`config.mk`:
```
export PLATFORM = sky130hd
export DESIGN_NAME = rmq_sqrt
export DESIGN_NICKNAME = d
export VERILOG_FILES = /design/src/rmq_pkg.sv /design/src/rmq_sqrt.sv
export SDC_FILE = /design/constraint.sdc
export NUM_CORES = 1
export LEC_CHECK = 0
export ABC_AREA = 1
export BUFFER_PORTS_ARGS = -buffer_cell sky130_fd_sc_hd__buf_2
export CORE_ASPECT_RATIO = 1.2
export CORE_MARGIN = 2
export CORE_UTILIZATION = 62
export DETAILED_ROUTE_END_ITERATION = 8
export HOLD_SLACK_MARGIN = 0.03
export PLACE_DENSITY = 0.89
export SYNTH_ARGS = -nofsm -noshare
export SYNTH_HDL_FRONTEND = slang
export SYNTH_SLANG_ARGS = --single-unit
```
`constraint.sdc`:
```
create_clock -name i_clk -period 2.1 [get_ports i_clk]
set_clock_uncertainty 0.15 [all_clocks]
set_input_delay 0.42 -clock i_clk [delete_from_list [all_inputs] [get_ports i_clk]]
set_output_delay 0.42 -clock i_clk [all_outputs]
set_load 0.05 [all_outputs]
```
`src/rmq_pkg.sv`:
```
package rmq_pkg;

    // Which component carries the half root; AX_W marks a positive trace
    typedef enum logic [1:0] {
        AX_X,
        AX_Y,
        AX_Z,
        AX_W
    } t_axis;

endpackage

```
`src/rmq_sqrt.sv`:
```
module rmq_sqrt
    import rmq_pkg::*;
#(
    parameter int RW  = 32,
    parameter int SBW = 8
) (
    input  logic                i_clk,
    input  logic                i_rst_n,
    input  logic                i_valid,
    input  logic [RW-1:0]       i_rad,
    input  logic [SBW-1:0]      i_sb,
    output logic                o_valid,
    output logic [RW/2-1:0]     o_root,
    output logic [SBW-1:0]      o_sb
);

    localparam int SW = RW / 2;

    logic              r_v    [SW];
    logic [RW-1:0]     r_rad  [SW];
    logic [SW+1:0]     r_rem  [SW];
    logic [SW-1:0]     r_root [SW];
    logic [SBW-1:0]    r_sb   [SW];

    // One root bit per stage, two radicand bits consumed per stage
    for (genvar g = 0; g < SW; g++) begin : g_stage
        logic           p_v;
        logic [RW-1:0]  p_rad;
        logic [SW+1:0]  p_rem;
        logic [SW-1:0]  p_root;
        logic [SBW-1:0] p_sb;
        logic [SW+1:0]  n_sh;
        logic [SW+1:0]  n_trial;
        logic           n_ge;

        if (g == 0) begin : g_first
            assign p_v    = i_valid;
            assign p_rad  = i_rad;
            assign p_rem  = '0;
            assign p_root = '0;
            assign p_sb   = i_sb;
        end else begin : g_next
            assign p_v    = r_v[g-1];
            assign p_rad  = r_rad[g-1];
            assign p_rem  = r_rem[g-1];
            assign p_root = r_root[g-1];
            assign p_sb   = r_sb[g-1];
        end

        assign n_sh    = {p_rem[SW-1:0], p_rad[RW-1:RW-2]};
        assign n_trial = {p_root, 2'b01};
        assign n_ge    = (n_sh >= n_trial);

        always_ff @(posedge i_clk) begin
            if (!i_rst_n) begin
                r_v[g] <= 1'b0;
            end else begin
                r_v[g] <= p_v;
            end
            r_rad[g]  <= p_rad << 2;
            r_rem[g]  <= n_ge ? (n_sh - n_trial) : n_sh;
            r_root[g] <= {p_root[SW-2:0], n_ge};
            r_sb[g]   <= p_sb;
        end
    end

    assign o_valid = r_v[SW-1];
    assign o_root  = r_root[SW-1];
    assign o_sb    = r_sb[SW-1];

endmodule

```
==> parameters.txt <==
Parameter                              Value

Power and ir drop
  Worst vdd ir ... 1.034 mV
  Comb power frac ... 28.3%
  Share of total power in the clock network ... 30.3%
  P per Cell Area ... 1323 nW/um^2
  Static leakage power ... 17.53 nW
  Overall power of the completed layout ... 0.04419 W
  Sw Share ... 34.39%
  Switching power ... 0.01520 W
  Flop pwr share ... 41.4%
  Internal power ... 0.02899 W

Critical path
  Startpoint type of the worst setup path ... register
  Critical Path Slowest Stage Cell ... ha_1
  Kind of end point of the critical path ... register
  Critical Path, Cell by Cell ... inv_1 -> ha_1 -> a21oi_2 -> nand2_1 -> a21oi_1 -> buf_4 -> xor2_1 -> nand2_1 -> inv_1
  Maximum fanout along the worst path ... 6
  Crit Path Class ... register to register
  CP arrival ... 2.47 ns
  Required time at the endpoint of the critical path ... 2.52 ns
  Maximum single-stage delay on the critical path ... 0.39 ns

Floorplan
  Horizontal die dimension ... 199.2 um
  Row cnt ... 85
  Area of the core ... 44990 sq um
  Die area ... 47450 sq um
  Die Ht ... 238.2 um
  Initial cell density of the core ... 63.00%
  Number of placed I/O pins ... 68

Global routing
  Wire length of the first global-routing pass ... 107000 um
  Global-route track usage on met2 ... 52.58%
  Met3 capacity usage during global routing ... 4.382%
  Sum of overflow across all layers after global routing ... 0
  Antenna violations before repair ... 0
  Global route hottest layer ... met2
  Met1 GRT Util ... 32.32%
  Vias in the first global route ... 21960
  Largest net degree at the start of global routing ... 20
  All-layer global routing usage ... 28.54%

Final layout
  Fraction of layout instances using a drive strength above 1 ... 13.28%
  Antenna diode count ... 0
  Final instance area ... 33410 sq um
  Final-stage net count ... 3904
  FILL cells ... 3118
  Synth-to-Final Area Change ... 17.89%
  Finished Core Util ... 74.27%

CTS
  # clock sinks ... 744
  Clock network latency to the later pin of the worst-skew pair ... 0.61 ns
  Root Driver ... clkbuf_16
  CTS H-Tree Depth ... 3
  CTS Buffer Depth ... 3
  Clk slew on worst S/H paths ... 0.07 ns
  Clock tree from TritonCTS ... yes
  Number of buffers created by CTS ... 70

STA
  Setup_tns ... 0 ns
  Headroom to the max-slew limit ... 65.87%
  Max Freq ... 0.4856 GHz
  Final setup fails ... 0
  Tightest Pin Transition ... 0.5080 ns
  Final cycle utilization of the critical path ... 98.05%
  Shortest period the worst path allows ... 2.059 ns
  Final-report hold violation count ... 0
  Max Transition Viols Final ... 0
  Min Hold Slack ... 0.1677 ns

Yosys
  Post-Syn Area ... 28340 sq um
  Post-Synthesis Mean Instance Area ... 8.205 sq um
  Largest cells by area after synthesis ... dfxtp_1 53%, nand2_1 13%, inv_1 7.7%
  Proportion of synthesized flip-flops having asynchronous set or reset ... 0%
  Number of enable flip-flop cells after synthesis ... 0
  Number of synthesized register bits ... 744
  Total number of yosys warnings ... 0
  Synth Net Count ... 3649
  Mapped Cells ... 3454
  Top flip-flop cell by instance count after synthesis ... dfxtp_1
  Share of synthesized area occupied by flip-flops and latches ... 52.55%
  Top cells by count, synth ... 1016 x nand2_1, 744 x dfxtp_1, 585 x inv_1
  Most common cell in the synthesized netlist ... nand2_1
  Number of distinct library cells after synthesis ... 52
  Library cell with the largest summed area after synthesis ... dfxtp_1
  Area fraction of the dominant cell type after synthesis ... 52.55%

Routing
  Remaining routing DRC violations ... 0
  Residual antenna-violating net count after detailed routing ... 0
  Post-detailed-route wirelength per cell ... 15.66 um
  Vias ... 22520
  Detailed-route vias per instance ... 5.147
  Iter 0 DRT Violations ... 1802
  Total length of routed wires ... 68510 um
  Number of detailed-route iterations in the first pass ... 8

Min path
  Hold crit path type ... register to register

Placed design
  DPL Wire Length ... 46930 um
  Global placer's final weighted congestion ... 0.9712
  Area after detailed placement ... 29810 sq um
  Count of input and output buffers ... 67

Run status
  Outcome ... finished, final reports clean

Run
  Max-capacitance violation count ... 0
==> cells in the final DEF, fill, tap and decap left out, drive strengths merged, types with 9 or more instances in the layout <==
master | netlist | layout
ha | 152 | 152
a21oi | 110 | 110
dlygate4sd3 | 0 | 44
nand2 | 1056 | 1058
nand3 | 230 | 230
bufinv | 0 | 10
buf | 22 | 159
clkinv | 1 | 19
or2 | 14 | 14
o21ai | 70 | 70
clkbuf | 2 | 86
inv | 602 | 610
nand3b | 22 | 22
nand4 | 52 | 52
xor2 | 50 | 50
xnor2 | 28 | 28
dfxtp | 744 | 744
nor2 | 223 | 224
nor3 | 38 | 38
and2 | 9 | 9
==> flip-flops by register name (all words and copies together) (netlist names) <==
register and cells:
r_rem 224, r_sb 128, r_rad 240, r_root 136, r_v 16
==> layout make-up <==
class | count | area [sq um] | area share, %
Sequential cell | 744 | 14900 | 44.61
Multi-Input combinational cell | 2086 | 11490 | 34.38
Inverter | 603 | 2287 | 6.845
Clock buffer | 86 | 1883 | 5.636
Timing Repair Buffer | 203 | 1511 | 4.524
Tap cell | 609 | 762.0 | 2.281
Clock inverter | 43 | 570.5 | 1.708
Timing Repair inverter | 1 | 6.256 | 0.01872
==> repair_timing <==
| item | in CTS | in global routing |
|---|---|---|
| gates resized for setup | 10 | 104 |
| hold endpoints to repair | 55 | 0 |
| setup buffers | 0 | 14 |
| hold buffers | 44 | 0 |
| gates cloned | 0 | 4 |
| pin swaps | 0 | 9 |
| setup endpoints to repair | 15 | 163 |
==> per-layer routing <==
layer / up-vias / share of wire [%]
met2: 865 / 51
met4: 0 / 4.3
met3: 222 / 6.1
met1: 10260 / 38
met5: - / 0
li1: 11170 / -
==> cells by family after synthesis <==
| kind of cell | share of synthesized area [%] |
|---|---|
| AOI/OAI and AO/OA | 4.176 |
| and+or+nand+nor | 25.30 |
| buffers and inverters | 8.838 |
| DFF | 52.55 |
| adders and majority gates | 6.711 |
| xor gates and xnor gates | 2.411 |
| other | 0.01323 |
==> stage by stage <==
| stage | cells | setup WS, ns |
|---|---|---|
| 4_1_cts | 4357 | 0.0002673 |
| 5_1_grt | 4375 | -0.08377 |
| 3_5_place_dp | 4184 | -0.1034 |
| 6_report | 4375 | 0.04089 |
| 3_3_place_gp | 4184 | -0.09028 |
| 2_1_floorplan | 3454 | 0.2928 |
==> power groups by stage <==
stage	sequential, W	clock [W]	combinational, W
finish	0.0183	0.0134	0.0125
global route	0.0185	0.0141	0.0139
CTS	0.0182	0.0135	0.0117
detailed placement	0.0184	0	0.0114
global placement	0.0184	0	0.0111
floorplan	0.0179	0	0.00846
==> final timing paths <==
check	to	slack [ns]	start	depth (start not counted)
max	r_rem[0][59]$_DFF_P_	0.04	r_root[2][0]$_DFF_P_	9
min	r_rad[9][27]$_DFF_P_	0.17	r_rad[8][25]$_DFF_P_	0
max reg2reg	r_rem[0][59]$_DFF_P_	0.04	r_root[2][0]$_DFF_P_	9
min reg2reg	r_rad[9][27]$_DFF_P_	0.17	r_rad[8][25]$_DFF_P_	0
==> critical path, delay by kind of cell, from the launching register on <==
| family | cells | cell delay [ns] |
|---|---|---|
| compound gates | 2 | 0.52 |
| fa+ha+maj | 1 | 0.39 |
| flops | 1 | 0.33 |
| buf+inv | 3 | 0.28 |
| simple gates | 2 | 0.18 |
| xor+xnor | 1 | 0.18 |
(Power assumes the default switching activity.)
